File: src/lcas_pkg.sv
package lcas_pkg;

  localparam int CfgW  = 9;
  localparam int RowW  = 10;
  localparam int IdxW  = 8;

  localparam logic [0:0] OpCell = 1'b0;
  localparam logic [0:0] OpPad  = 1'b1;

  localparam logic [0:0] RegRowsUsed = 1'b0;
  localparam logic [0:0] RegColsUsed = 1'b1;

  localparam logic [CfgW-1:0] RowsUsedReset = 9'd200;
  localparam logic [CfgW-1:0] ColsUsedReset = 9'd200;

  typedef struct packed {
    logic [0:0] opcode;
    logic       cell_alive;
  } in_t;

  typedef struct packed {
    logic            next_alive;
    logic [IdxW-1:0] out_row;
    logic [IdxW-1:0] out_col;
    logic            last_of_frame;
  } out_t;

  // window bit = col*3 + row; col 0 is left, row 0 is top, center is bit 4
  function automatic logic life_next(logic [8:0] win, logic top_dead, logic bot_dead);
    logic [8:0] w;
    logic [3:0] n;
    w = win;
    n = '0;
    if (top_dead) begin
      w = w & ~9'h049;
    end
    if (bot_dead) begin
      w = w & ~9'h124;
    end
    for (int i = 0; i < 9; i++) begin
      if (i != 4) begin
        n = n + 4'(w[i]);
      end
    end
    if (w[4]) begin
      life_next = (n == 4'd2) || (n == 4'd3);
    end else begin
      life_next = (n == 4'd3);
    end
  endfunction

endpackage

File: src/lcas_ram.sv
module lcas_ram #(
  parameter int Width = 2,
  parameter int Depth = 256
) (
  input  logic                     clk_i,
  input  logic                     we_i,
  input  logic [$clog2(Depth)-1:0] waddr_i,
  input  logic [Width-1:0]         wdata_i,
  input  logic                     re_i,
  input  logic [$clog2(Depth)-1:0] raddr_i,
  output logic [Width-1:0]         rdata_o
);

  logic [Width-1:0] mem_q [Depth];
  logic [Width-1:0] rdata_q;

  always_ff @(posedge clk_i) begin
    if (we_i) begin
      mem_q[waddr_i] <= wdata_i;
    end
    if (re_i) begin
      rdata_q <= mem_q[raddr_i];
    end
  end

  assign rdata_o = rdata_q;

endmodule

File: src/life_cellular_automaton_stencil.sv
// B3/S23 life stencil: one generation over a grid streamed in raster order.
// Input channel (in_valid_i / in_stall_o / in_data_i): one cell per
// transaction, row by row, opcode = cell. After each frame send cols_used+1
// padding transactions (opcode = pad) to flush the last results.
// Output channel (out_valid_o / out_stall_i / out_data_o): the next state of
// a cell with its row and column; the final cell of the grid carries
// last_of_frame. The result for a cell leaves with the input transaction
// cols_used+1 places later in raster order.
// Throughput is one transaction per cycle while out_stall_i is low. An
// accepted item sits in the input stage while the line-store RAM read
// completes, and its result is loaded into the output register when that
// stage advances. Both line stores sit in one 2-bit wide RAM with
// registered read.
// With out_valid_o set, a high out_stall_i holds the output register, the
// input stage fills and in_stall_o rises. Reset empties the pipeline, clears
// the position counters and the window and sets rows_used and cols_used to
// 200. Line-store contents after reset only feed rows above the top edge.
// Registers: rows_used at byte address 0, cols_used at 4 (APB, 9 bits each).
module life_cellular_automaton_stencil #(
  parameter int MAX_COLS = 256,
  parameter int MAX_ROWS = 256
) (
  input  logic                clk_i,
  input  logic                rst_ni,
  input  logic                in_valid_i,
  output logic                in_stall_o,
  input  lcas_pkg::in_t       in_data_i,
  output logic                out_valid_o,
  input  logic                out_stall_i,
  output lcas_pkg::out_t      out_data_o,
  input  logic                psel,
  input  logic                penable,
  input  logic                pwrite,
  input  logic [2:0]          paddr,
  input  logic [31:0]         pwdata,
  output logic [31:0]         prdata,
  output logic                pready
);

  localparam int AW = $clog2(MAX_COLS);
  localparam int CW = lcas_pkg::CfgW;
  localparam int RW = lcas_pkg::RowW;
  localparam int IW = lcas_pkg::IdxW;

  logic [CW-1:0] rows_used_q, cols_used_q;
  logic [CW-1:0] rows, cols;
  logic          cfg_we;

  assign pready = 1'b1;
  assign cfg_we = psel & penable & pwrite & pready;

  always_ff @(posedge clk_i or negedge rst_ni) begin
    if (!rst_ni) begin
      rows_used_q <= lcas_pkg::RowsUsedReset;
      cols_used_q <= lcas_pkg::ColsUsedReset;
    end else if (cfg_we) begin
      if (paddr[2] == lcas_pkg::RegRowsUsed) begin
        rows_used_q <= pwdata[CW-1:0];
      end else begin
        cols_used_q <= pwdata[CW-1:0];
      end
    end
  end

  always_comb begin
    if (paddr[2] == lcas_pkg::RegRowsUsed) begin
      prdata = 32'(rows_used_q);
    end else begin
      prdata = 32'(cols_used_q);
    end
  end

  assign rows = (rows_used_q == '0) ? CW'(1) :
                (32'(rows_used_q) > MAX_ROWS) ? CW'(MAX_ROWS) : rows_used_q;
  assign cols = (cols_used_q == '0) ? CW'(1) :
                (32'(cols_used_q) > MAX_COLS) ? CW'(MAX_COLS) : cols_used_q;

  // input position
  logic [AW-1:0] ic_q, ic_d, acc_ic;
  logic [RW-1:0] ir_q, ir_d, acc_ir;
  logic [AW:0]   ic_inc;

  // input stage
  logic          s1_valid_q;
  logic          s1_v_q;
  logic [AW-1:0] s1_ic_q;
  logic [RW-1:0] s1_ir_q;
  logic          s1_adv, accept;

  // output register
  logic           out_valid_q;
  lcas_pkg::out_t out_q;

  logic [8:0] win_q, win_d;
  logic [1:0] ram_rdata, ram_wdata, fwd_q, lines;
  logic       fwd_hit_q;

  logic [RW:0] rows_x;
  logic [RW:0] ir_x;
  logic        emit;
  lcas_pkg::out_t res;
  logic [8:0]  shifted, col_bits;

  assign s1_adv     = s1_valid_q & (~out_valid_q | ~out_stall_i);
  assign in_stall_o = s1_valid_q & ~s1_adv;
  assign accept     = in_valid_i & ~in_stall_o;

  always_comb begin
    acc_ic = ic_q;
    acc_ir = ir_q;
    if (32'(ic_q) >= 32'(cols)) begin
      acc_ic = '0;
      acc_ir = ir_q + RW'(1);
    end
    ic_inc = {1'b0, acc_ic} + (AW+1)'(1);
    if ((acc_ic == '0) && (32'(acc_ir) >= 32'(rows) + 32'd1)) begin
      ic_d = '0;
      ir_d = '0;
    end else if (32'(ic_inc) >= 32'(cols)) begin
      ic_d = '0;
      ir_d = acc_ir + RW'(1);
    end else begin
      ic_d = ic_inc[AW-1:0];
      ir_d = acc_ir;
    end
  end

  always_ff @(posedge clk_i or negedge rst_ni) begin
    if (!rst_ni) begin
      ic_q       <= '0;
      ir_q       <= '0;
      s1_valid_q <= 1'b0;
      fwd_hit_q  <= 1'b0;
    end else begin
      if (accept) begin
        ic_q      <= ic_d;
        ir_q      <= ir_d;
        fwd_hit_q <= s1_adv & (s1_ic_q == acc_ic);
      end
      if (accept) begin
        s1_valid_q <= 1'b1;
      end else if (s1_adv) begin
        s1_valid_q <= 1'b0;
      end
    end
  end

  always_ff @(posedge clk_i) begin
    if (accept) begin
      s1_v_q  <= (in_data_i.opcode == lcas_pkg::OpPad) ? 1'b0 : in_data_i.cell_alive;
      s1_ic_q <= acc_ic;
      s1_ir_q <= acc_ir;
    end
    if (accept & s1_adv) begin
      fwd_q <= ram_wdata;
    end
  end

  // bit 0: upper line, bit 1: middle line
  assign lines     = fwd_hit_q ? fwd_q : ram_rdata;
  assign ram_wdata = {s1_v_q, lines[1]};

  lcas_ram #(
    .Width (2),
    .Depth (MAX_COLS)
  ) u_lines (
    .clk_i   (clk_i),
    .we_i    (s1_adv),
    .waddr_i (s1_ic_q),
    .wdata_i (ram_wdata),
    .re_i    (accept),
    .raddr_i (acc_ic),
    .rdata_o (ram_rdata)
  );

  assign rows_x   = {1'b0, RW'(rows)};
  assign ir_x     = {1'b0, s1_ir_q};
  assign shifted  = {3'b000, win_q[8:3]};
  assign col_bits = {s1_v_q, lines[1], lines[0], 6'b000000};

  always_comb begin
    emit = 1'b0;
    res  = '0;
    if (s1_ic_q == '0) begin
      if ((ir_x >= (RW+1)'(2)) && (ir_x < rows_x + (RW+1)'(2))) begin
        emit              = 1'b1;
        res.next_alive    = lcas_pkg::life_next(shifted, ir_x == (RW+1)'(2),
                                                ir_x >= rows_x + (RW+1)'(1));
        res.out_row       = IW'(s1_ir_q - RW'(2));
        res.out_col       = IW'(cols - CW'(1));
        res.last_of_frame = (ir_x == rows_x + (RW+1)'(1));
      end
      if (ir_x >= rows_x + (RW+1)'(1)) begin
        win_d = '0;
      end else begin
        win_d = col_bits;
      end
    end else begin
      win_d = shifted | col_bits;
      if ((ir_x >= (RW+1)'(1)) && (ir_x < rows_x + (RW+1)'(1))) begin
        emit              = 1'b1;
        res.next_alive    = lcas_pkg::life_next(win_d, ir_x == (RW+1)'(1),
                                                ir_x >= rows_x);
        res.out_row       = IW'(s1_ir_q - RW'(1));
        res.out_col       = IW'(s1_ic_q - AW'(1));
        res.last_of_frame = 1'b0;
      end
    end
  end

  always_ff @(posedge clk_i or negedge rst_ni) begin
    if (!rst_ni) begin
      win_q       <= '0;
      out_valid_q <= 1'b0;
    end else begin
      if (s1_adv) begin
        win_q <= win_d;
      end
      if (s1_adv & emit) begin
        out_valid_q <= 1'b1;
      end else begin
        out_valid_q <= out_valid_q & out_stall_i;
      end
    end
  end

  always_ff @(posedge clk_i) begin
    if (s1_adv & emit) begin
      out_q <= res;
    end
  end

  assign out_valid_o = out_valid_q;
  assign out_data_o  = out_q;

endmodule
File: config.mk
export PLATFORM = sky130hd
export DESIGN_NAME = life_cellular_automaton_stencil
export DESIGN_NICKNAME = d
export VERILOG_FILES = /design/src/lcas_pkg.sv /design/src/lcas_ram.sv /design/src/life_cellular_automaton_stencil.sv
export SDC_FILE = /design/constraint.sdc
export NUM_CORES = 1
export LEC_CHECK = 0
export BUFFER_PORTS_ARGS = -buffer_cell sky130_fd_sc_hd__buf_4
export CORE_ASPECT_RATIO = 0.9
export CORE_MARGIN = 2
export CORE_UTILIZATION = 36
export DETAILED_ROUTE_END_ITERATION = 6
export GPL_TIMING_DRIVEN = 0
export HOLD_SLACK_MARGIN = 0.05
export PLACE_DENSITY_LB_ADDON = 0.08
export SLEW_MARGIN = 20
export SYNTH_ARGS = -nofsm -noshare
export SYNTH_HDL_FRONTEND = slang
export SYNTH_SLANG_ARGS = --single-unit
export TNS_END_PERCENT = 100
File: constraint.sdc
create_clock -name clk_i -period 8.5 [get_ports clk_i]
set_input_delay 0.85 -clock clk_i [delete_from_list [all_inputs] [get_ports clk_i]]
set_output_delay 0.85 -clock clk_i [all_outputs]
set_load 0.05 [all_outputs]
Word-level counts from Yosys, hierarchy flattened --
Memory sizes are Yosys's and may differ from the RTL's. A register that Yosys moved wholly into a read port is not among the register bits. Cells that the tools add are included.
Cells by class: magnitude comparators 11, eq/ne operators 8, reduce and logical (&&, ||, !) cells 12, add/subtract/negate cells 24, div/mod/pow operators 0, shifts and indexed selects 0, bitwise gates (word level) 16, mux-type cells 67, $mul 0
Operators by type and width (count):
- $mux W4 | 33
- $mux W9 | 12
- $add A4 B1 Y4 | 14
- $mux W18 | 3
- $mux W10 | 3
- $mux W8 | 3
- $sub A8 B1 Y8 const B | 3
- $add A10 B1 Y10 const B | 2
- $add A9 B1 Y10 const B | 2
- $ge A10 B10 Y1 | 2
- $lt A10 B10 Y1 | 2
- $gt A9 B9 Y1 const B | 2
- $logic_not A9 Y1 | 2
- $eq A4 B2 Y1 const B | 4
- $logic_not A8 Y1 | 2
- $add A9 B2 Y10 const B | 1
- $eq A10 B1 Y1 const B | 1
- $eq A10 B10 Y1 | 1
- $eq A10 B2 Y1 const B | 1
- $ge A10 B1 Y1 const B | 1
- $ge A10 B2 Y1 const B | 1
- $ge A10 B9 Y1 | 1
- $mux W1 | 10
- $add A8 B1 Y9 const B | 1
- 15 further kinds | 31
Storage, ports and cells: bits in latches 0, RAM bits 512, memory bits (read-only) 0, bits of input ports 44, memories kept 1, output and inout port bits 53, register bits after elaboration 87
Memories:
- u_lines.mem_q | words 256, width 2, rd ports 1, clocked after Yosys merged registers in 1, wr ports 1, RTL line lcas_ram.sv:14 | logic [Width-1:0] mem_q [Depth];

Logic depth before layout (Yosys ltp) --
Gate-level depths: netlist (run 1).
depth after elaboration 36, mapped depth 30

Cells and area by module --
From an unflattened synthesis (run 1), not the netlist that was laid out.
Second synthesis, totals: cells, all modules 2003, area total of the unflattened synthesis 28509.8 µm²
By module, submodules not included:
- lcas_ram | times used 1, cells an instance 1242, area an instance 21401.8 µm², seq. area each 15434.8 µm²
- life_cellular_automaton_stencil | times used 1, cells an instance 761, area an instance 7108.1 µm², seq. area each 2304.7 µm²

Least setup slack after synthesis (run 1) --
OpenSTA, ideal clock, no wires.
path type flip-flop to flip-flop, start point register rows_used_q[4], end point register out_q (netlist bit out_data_o[17]) (data pin), setup slack 2.409 ns, clock period less this slack 6.091 ns, arrival 5.915 ns, setup time 0.176 ns, cell stages (with the launch flop) 31, path through dfrtp_1 -> buf_6 -> or4_4 -> nor2_1 -> nor2_1 -> nor2_1 -> ha_1 -> nand2b_1 -> a21o_1 -> a21o_1 -> a21o_1 -> a21o_1 -> a21o_1 -> a21oi_1 -> o21ai_0 -> or2_2 -> fa_1 -> inv_1 -> ha_1 -> inv_1 -> fa_1 -> inv_1 -> ha_1 -> ha_1 -> xnor2_1 -> and3_1 -> xnor2_1 -> xnor2_1 -> and3_1 -> a21oi_1 -> o32ai_1
RTL lines:
- start, declared | RTL line life_cellular_automaton_stencil.sv:45 | logic [CW-1:0] rows_used_q, cols_used_q;
- start signal, assigned | RTL line life_cellular_automaton_stencil.sv:54 | rows_used_q <= lcas_pkg::RowsUsedReset;
- start signal, assigned | RTL line life_cellular_automaton_stencil.sv:58 | rows_used_q <= pwdata[CW-1:0];
- end signal, assigned | RTL line life_cellular_automaton_stencil.sv:229 | out_q <= res;
- end, declared | RTL line life_cellular_automaton_stencil.sv:92 | lcas_pkg::out_t out_q;

Worst setup path after layout (run 1) --
start point register ic_q[0], end point register ir_q[2]
Between the ends: cells in the longest elaborated chain, start to end 6, elaborated cells on any way between the ends 11, those cells by class add/sub: 2; order compare: 3; mux: 4; reduce/logical: 2
Ends and longest elaborated chain:
- start, declared | RTL line life_cellular_automaton_stencil.sv:79 | logic [AW-1:0] ic_q, ic_d, acc_ic;
- start signal, assigned | RTL line life_cellular_automaton_stencil.sv:136 | ic_q <= ic_d;
- $ge A8 B9 Y1 * | RTL line life_cellular_automaton_stencil.sv:111 | if (32'(ic_q) >= 32'(cols)) begin
- $mux W8 * | RTL line life_cellular_automaton_stencil.sv:111
- via acc_ic[1] | RTL line life_cellular_automaton_stencil.sv:79
- $add A8 B1 Y9 | RTL line life_cellular_automaton_stencil.sv:115 | ic_inc = {1'b0, acc_ic} + (AW+1)'(1);
- $ge A9 B9 Y1 | RTL line life_cellular_automaton_stencil.sv:119 | end else if (32'(ic_inc) >= 32'(cols)) begin
- $mux W10 | RTL line life_cellular_automaton_stencil.sv:119
- $mux W10 * | RTL line life_cellular_automaton_stencil.sv:116 | if ((acc_ic == '0) && (32'(acc_ir) >= 32'(rows) + 32'd1)) begin
- end signal, assigned | RTL line life_cellular_automaton_stencil.sv:137 | ir_q <= ir_d;
- end, declared | RTL line life_cellular_automaton_stencil.sv:80 | logic [RW-1:0] ir_q, ir_d, acc_ir;
The timed path passes the listed nets; every way through them passes the cells marked *. A chain may end at the register's enable or synchronous reset.

==> impl_metrics.env, run 1 <==
export IMPL_postCtsHoldBufs=0
export IMPL_cts_htree_levels=3
export IMPL_fmax_ghz=0.1185
export IMPL_dpl_cell_count=3330
export IMPL_yosys_area_share_adder=0.04014
export IMPL_tns_ns=0
export IMPL_grt_usage=0.2661
export IMPL_fin_cells=3455
export IMPL_ys_ff_latch=598
export IMPL_vias_per_cell=5.855
export IMPL_criticalPathCategory="reg2reg"
export IMPL_min_path_type="in2async"
export IMPL_synth_edf_count=553
export IMPL_cts_buffers=68
export IMPL_firstDrtPassIters=6
export IMPL_rows=97
export IMPL_synth_simple_area_share=0.1006
export IMPL_avgSynthCellArea_um2=12.88
export IMPL_via_count=20229
export IMPL_crit_path_end_kind="flop"
export IMPL_multi_input_area_um2=9784
export IMPL_synthCells=2203
export IMPL_setup_viol=0
export IMPL_synthXorXnorAreaFrac=0.01914
export IMPL_p_leak_nw=11.06
export IMPL_ctsResizeCount=0
export IMPL_clock_path_buffers=3
export IMPL_hold_violations=0
export IMPL_synth_top_area_cell="edfxtp_1"
export IMPL_startpoint_type="flop"
export IMPL_place_gp_congestion=0.9596
export IMPL_grt_pass1_wl_mm=152.1
export IMPL_power_mw=11.30
export IMPL_status="finished clean"
export IMPL_hpwl_mm=73.63
export IMPL_netlist_top_cells_count="edfxtp_1 (553), nor2_1 (339), nand2_1 (148), a21oi_1 (90), clkbuf_1 (87)"
export IMPL_synth_flop_cell="edfxtp_1"
export IMPL_drtAntennaViolNets=0
export IMPL_post_cts_setup_buffers=0
export IMPL_clockRootBuffer="clkbuf_16"
export IMPL_required_ns=9.00
export IMPL_clk_pin_slew_ns=0.06
export IMPL_grt_pass1_vias=19971
export IMPL_path_max_fanout=11
export IMPL_drv_slew=0
export IMPL_die_x_um=299.9
export IMPL_yosysSeqAreaShare=0.6253
export IMPL_syn_to_final_growth_pct=15.01
export IMPL_drc=0
export IMPL_cts_sinks=598
export IMPL_ir_drop_v=0.0001736
export IMPL_clock_latency_ns=0.64
export IMPL_synthMuxAreaShare=0.08195
export IMPL_n_fill_cell=7332
export IMPL_reg2reg_depth=21
export IMPL_port_buffers=47
export IMPL_die_y_um=270.3
export IMPL_maxCapViolCount=0
export IMPL_ff_latch_area_um2=17740
export IMPL_period_needed_ns=8.438
export IMPL_fin_nets=2491
export IMPL_grt_max_degree=121
export IMPL_post_drt_wl_per_cell_um=31.47
export IMPL_grt_setup_unrepaired="false"
export IMPL_overflow=0
export IMPL_synth_top_family_by_area="simple AND/OR/NAND/NOR gates"
export IMPL_synth_area_top_cells="edfxtp_1 (59%), nor2_1 (4.5%), mux4_2 (3.8%)"
export IMPL_yosys_area_top_type_share=0.5854
export IMPL_synth_compound_area_frac=0.09875
export IMPL_io_pins=97
export IMPL_drt_wl_total_mm=108.7
export IMPL_worstPathArrival_ns=8.93
export IMPL_fin_skew_ns=0.03386
export IMPL_antenna_found_initial=3
export IMPL_synth_distinct_cells=91
export IMPL_drive_above_1_share=0.1482
export IMPL_synthArstFlopShare=0.07525
export IMPL_design_die_area_um2=81070
export IMPL_core_area_um2=77920
export IMPL_fin_ws_ns=0.06241
export IMPL_tightest_slew_ns=1.267
export IMPL_power_density_nw_per_um2=346.5
export IMPL_slew_headroom=0.1525
export IMPL_ys_warn_count=0
export IMPL_drt_initial_drc_count=2624
export IMPL_synth_most_common_cell="edfxtp_1"
export IMPL_cts_tree="done"
export IMPL_initial_core_util=0.3641
export IMPL_syn_area_um2=28370
export IMPL_period_share=0.9927
export IMPL_pre_cts_ws_ns=0.1511
-- cell usage in the layout, fill, tap and decap left out, types with 19 or more instances in the layout --
cell / count
nor3_1: 26
conb_1: 27
mux2i_1: 68
o221ai_1: 20
o21ai_0: 68
buf_2: 39
xnor2_1: 48
nor2_1: 338
edfxtp_1: 553
nand3_1: 42
a211oi_1: 34
clkbuf_16: 69
o211ai_1: 23
buf_4: 72
clkbuf_1: 94
ha_1: 83
mux2_2: 49
inv_1: 53
a31oi_1: 19
a21oi_1: 90
mux4_2: 48
nand2_1: 148
o22ai_1: 29
dfrtp_1: 39
-- cell families (layout without fill, tap and decap cells) --
group | Yosys count | after routing
flops | 598 | 598
mux | 166 | 166
compound gates | 409 | 409
other cells | 2 | 28
simple gates | 658 | 658
fa+ha+maj | 89 | 89
buf+inv | 219 | 406
xor+xnor | 62 | 62
-- path summary, 6_finish.rpt --
| check | slack (ns) | to | start |
|---|---|---|---|
| max | 0.06 | ir_q[2]$_DFFE_PN0P_ | ic_q[0]$_DFFE_PN0P_ |
| min | 0.27 | rows_used_q[0]$_DFFE_PN0P_ | rst_ni |
| max reg2reg | 0.06 | ir_q[2]$_DFFE_PN0P_ | ic_q[0]$_DFFE_PN0P_ |
| min reg2reg | 0.51 | ir_q[9]$_DFFE_PN0P_ | ir_q[9]$_DFFE_PN0P_ |
| max in group asynchronous | 7.75 | win_q[3]$_DFFE_PN0P_ | rst_ni |
| min in group clk_i | 0.44 | s1_valid_q$_DFFE_PN0P_ | in_valid_i |
-- state kept, by name, indices dropped and copies added (netlist names) --
register / flops
rows_used_q: 9
s1_ic_q: 8
ir_q: 10
win_q: 6
fwd_q: 2
s1_ir_q: 10
u_lines.rdata_o: 2
out_valid_o: 1
s1_valid_q: 1
cols_used_q: 9
out_data_o: 18
s1_v_q: 1
u_lines.mem_q: 512
fwd_hit_q: 1
ic_q: 8
-- layer usage --
metal / GRT usage / part of all wire / vias to the layer above
li1: - / - / 8594
met1: 0.3714 / 0.42 / 10308
met2: 0.4080 / 0.45 / 1086
met3: 0.05124 / 0.089 / 241
met4: 0.1066 / 0.043 / 0
met5: 0 / 0 / -
-- critical path: stages (launching register included) --
cell and delay, ns:
dfrtp_1 0.69, buf_2 0.58, inv_1 0.31, clkbuf_1 0.51, ha_1 0.39, nor3b_1 0.14, o21ai_1 0.64, a21o_1 0.21
clkbuf_1 0.82, inv_1 0.51, buf_2 0.46, ha_1 0.33, xnor2_1 0.26, ha_1 0.31, a21o_1 0.18, a31oi_1 0.15
o21ai_0 0.10, a2111oi_0 0.42, o21ba_2 0.23, clkbuf_1 0.55, o21ai_0 0.18, a32o_1 0.29
-- report_power, final --
part / total, mW / switching, mW / internal (mW) / leakage [nW]
Sequential: 3.77 / 0.151 / 3.62 / 5.57
Combinational: 4.63 / 3.30 / 1.34 / 4.43
Clock: 2.90 / 1.25 / 1.64 / 1.05
Total: 11.3 / 4.70 / 6.60 / 11.1
-- cell type report --
cell class                 count  share of cell area
tap                         1039             0.03985
buffer                       157             0.02305
sequential                   598              0.5437
timing repair buffer          63             0.02017
clock buffer                  88             0.05541
antenna                        1          0.00007670
multi-input combinational   1411              0.2999
inverter                      61            0.007018
clock inverter                37             0.01081
-- stage by stage --
stage	util	hold slack (ns)	area, µm²
final	0.4187	0.2699	32630
after global routing	0.4187	0.3124	32620
after CTS	0.4187	0.2712	32630
after detailed placement	0.3910	0.5002	30470
after global placement	0.3865	0.4961	30120
after floorplan	-	0.4692	28460
Note: power is estimated with default switching activity, not from simulation.
==> inputs of run 2 (changes only) <==
--- a/config.mk
+++ b/config.mk
@@ -13,6 +13,7 @@
 export GPL_TIMING_DRIVEN = 0
 export HOLD_SLACK_MARGIN = 0.05
 export PLACE_DENSITY_LB_ADDON = 0.08
+export SETUP_SLACK_MARGIN = 0.15
 export SLEW_MARGIN = 20
 export SYNTH_ARGS = -nofsm -noshare
 export SYNTH_HDL_FRONTEND = slang
==> impl_metrics.env, run 2 (synthesis results as in run 1) <==
export IMPL_status="finished clean"
export IMPL_grt_pass1_wl_mm=152.3
export IMPL_r2r_end="ir_q[2]$_DFFE_PN0P_"
export IMPL_firstDrtPassIters=7
export IMPL_grt_max_degree=121
export IMPL_antenna_found_initial=3
export IMPL_path_max_fanout=10
export IMPL_post_drt_wl_per_cell_um=31.46
export IMPL_required_ns=9.00
export IMPL_cts_buffers=68
export IMPL_initial_core_util=0.3641
export IMPL_crit_top_cell="clkbuf_1"
export IMPL_period_share=0.9677
export IMPL_layout_common_cells="edfxtp_1 (553), nor2_1 (338), nand2_1 (148)"
export IMPL_ff2ff_setup_slack_ns=0.27
export IMPL_pwr_share_seq=0.333
export IMPL_hold_ws_ns=0.2707
export IMPL_cts_tree="done"
export IMPL_rows=97
export IMPL_worstSetupStartpoint="ic_q[0]$_DFFE_PN0P_"
export IMPL_top_register="u_lines.mem_q"
export IMPL_switching_share=0.4163
export IMPL_grt_usage=0.2662
export IMPL_slowest_delay_ns=1.03
export IMPL_slew_headroom=0.1664
export IMPL_tightest_slew_ns=1.245
export IMPL_reg2reg_depth=20
export IMPL_vias_per_cell=5.869
export IMPL_drt_wl_total_mm=108.7
export IMPL_worstPathArrival_ns=8.72
export IMPL_die_y_um=270.3
export IMPL_grt_setup_unrepaired="false"
export IMPL_r2r_start="ic_q[0]$_DFFE_PN0P_"
export IMPL_hpwl_mm=73.63
export IMPL_ir_drop_v=0.0001730
export IMPL_drv_slew=0
export IMPL_drtAntennaViolNets=0
export IMPL_clock_latency_ns=0.64
export IMPL_startpoint_type="flop"
export IMPL_crit_end="ir_q[2]$_DFFE_PN0P_"
export IMPL_tns_ns=0
export IMPL_setup_viol=0
export IMPL_final_common_cell="edfxtp_1"
export IMPL_slowest_stage="o211ai_1"
export IMPL_largest_register_ff_count=512
export IMPL_clock_path_buffers=3
export IMPL_wl_met1_mm=45.75
export IMPL_power_internal_mw=6.603
export IMPL_min_path_type="in2async"
export IMPL_core_area_um2=77920
export IMPL_crit_path_end_kind="flop"
export IMPL_place_area_um2=30470
export IMPL_clockRootBuffer="clkbuf_16"
export IMPL_period_needed_ns=8.225
export IMPL_topRoutingLayerUsed="met4"
export IMPL_fmax_ghz=0.1216
export IMPL_drc=0
export IMPL_power_density_nw_per_um2=346.5
export IMPL_port_buffers=47
export IMPL_wl_met2_mm=48.45
export IMPL_design_area_um2=32640
export IMPL_design_die_area_um2=81070
export IMPL_dpl_cell_count=3330
export IMPL_fin_cells=3456
export IMPL_wl_met3_mm=9.813
export IMPL_die_x_um=299.9
export IMPL_fin_nets=2492
export IMPL_place_gp_congestion=0.9596
export IMPL_maxCapViolCount=0
export IMPL_post_cts_setup_buffers=0
export IMPL_hold_violations=0
export IMPL_grt_pass1_vias=19978
export IMPL_io_pins=97
export IMPL_criticalPathCategory="reg2reg"
export IMPL_clkPwrFrac=0.256
export IMPL_cts_htree_levels=3
export IMPL_syn_to_final_growth_pct=15.07
export IMPL_fin_skew_ns=0.03516
export IMPL_via_count=20283
export IMPL_overflow=0
export IMPL_power_switching_mw=4.710
export IMPL_p_leak_nw=11.06
export IMPL_cts_sinks=598
export IMPL_power_frac_comb=0.410
export IMPL_clk_pin_slew_ns=0.07
export IMPL_drive_above_1_share=0.1498
export IMPL_crit_path_cell_trace="buf_2 -> inv_1 -> clkbuf_1 -> ha_1 -> nor3b_1 -> o21a_1 -> clkbuf_1 -> o211ai_1 -> inv_1 -> clkdlybuf4s15_2 -> clkbuf_2 -> xnor2_1 -> ha_1 -> a21oi_1 -> o21ai_0 -> a2111oi_0 -> o21ba_2 -> clkbuf_1 -> o21ai_0 -> a32o_1"
export IMPL_drt_initial_drc_count=2310
-- run 2: per-stage QoR --
step | total power [mW] | util | setup slack [ns]
after floorplan | 6.367 | - | 2.409
after global placement | 8.330 | 0.3865 | 0.07729
after detailed placement | 8.347 | 0.3910 | 0.1511
after CTS | 11.23 | 0.4188 | 0.3592
after global routing | 11.68 | 0.4190 | 0.2728
final | 11.31 | 0.4190 | 0.2747
-- run 2: worst max-delay path: cells and delay by family, from the launching register on --
kind | cells | cell delay (ns)
AO/OA/AOI/OAI | 8 | 2.55
adder cells (fa/ha/maj) | 2 | 0.71
AND/OR/NAND/NOR | 1 | 0.14
XOR/XNOR | 1 | 0.39
buffers and inverters | 8 | 3.56
flip-flops | 1 | 0.69
-- run 2: power groups by stage --
stage / clock, mW / sequential, mW / combinational, mW
after global routing: 3.04 / 3.79 / 4.85
after CTS: 2.93 / 3.77 / 4.53
after detailed placement: 0 / 3.83 / 4.52
after global placement: 0 / 3.94 / 4.39
after floorplan: 0 / 3.93 / 2.44
final: 2.90 / 3.77 / 4.64
-- run 2: timing repair --
action                                  4_1_cts  5_1_grt
pin swaps                                     1        0
hold buffers                                  0        0
endpoints found under the setup margin        2        3
gates resized for setup                       2        6
-- run 2: worst min-delay path by stage --
stage                                 endpoint                 from  cells after the start
floorplan                  ir_q[9]$_DFFE_PN0P_  ir_q[9]$_DFFE_PN0P_                      2
global placement           ir_q[9]$_DFFE_PN0P_  ir_q[9]$_DFFE_PN0P_                      2
detailed placement         ir_q[9]$_DFFE_PN0P_  ir_q[9]$_DFFE_PN0P_                      2
CTS                 rows_used_q[1]$_DFFE_PN0P_               rst_ni                      1
global route        rows_used_q[0]$_DFFE_PN0P_               rst_ni                      1
finish              rows_used_q[0]$_DFFE_PN0P_               rst_ni                      1
-- run 2: routing by layer --
metal | up-vias | GRT usage
met1 | 10335 | 0.3706
met5 | - | 0.001786
met4 | 0 | 0.1091
met2 | 1118 | 0.4060
met3 | 233 | 0.05333
li1 | 8597 | -
-- run 2: cell type report --
class	count	area (µm²)
Antenna cell	1	2.502
Buffer	158	765.7
Clock buffer	88	1808
Clock inverter	37	352.8
Fill cell	7329	45270
Inverter	61	232.7
Multi-Input combinational cell	1411	9784
Sequential cell	598	17740
Tap cell	1039	1300
Timing Repair Buffer	63	658.1
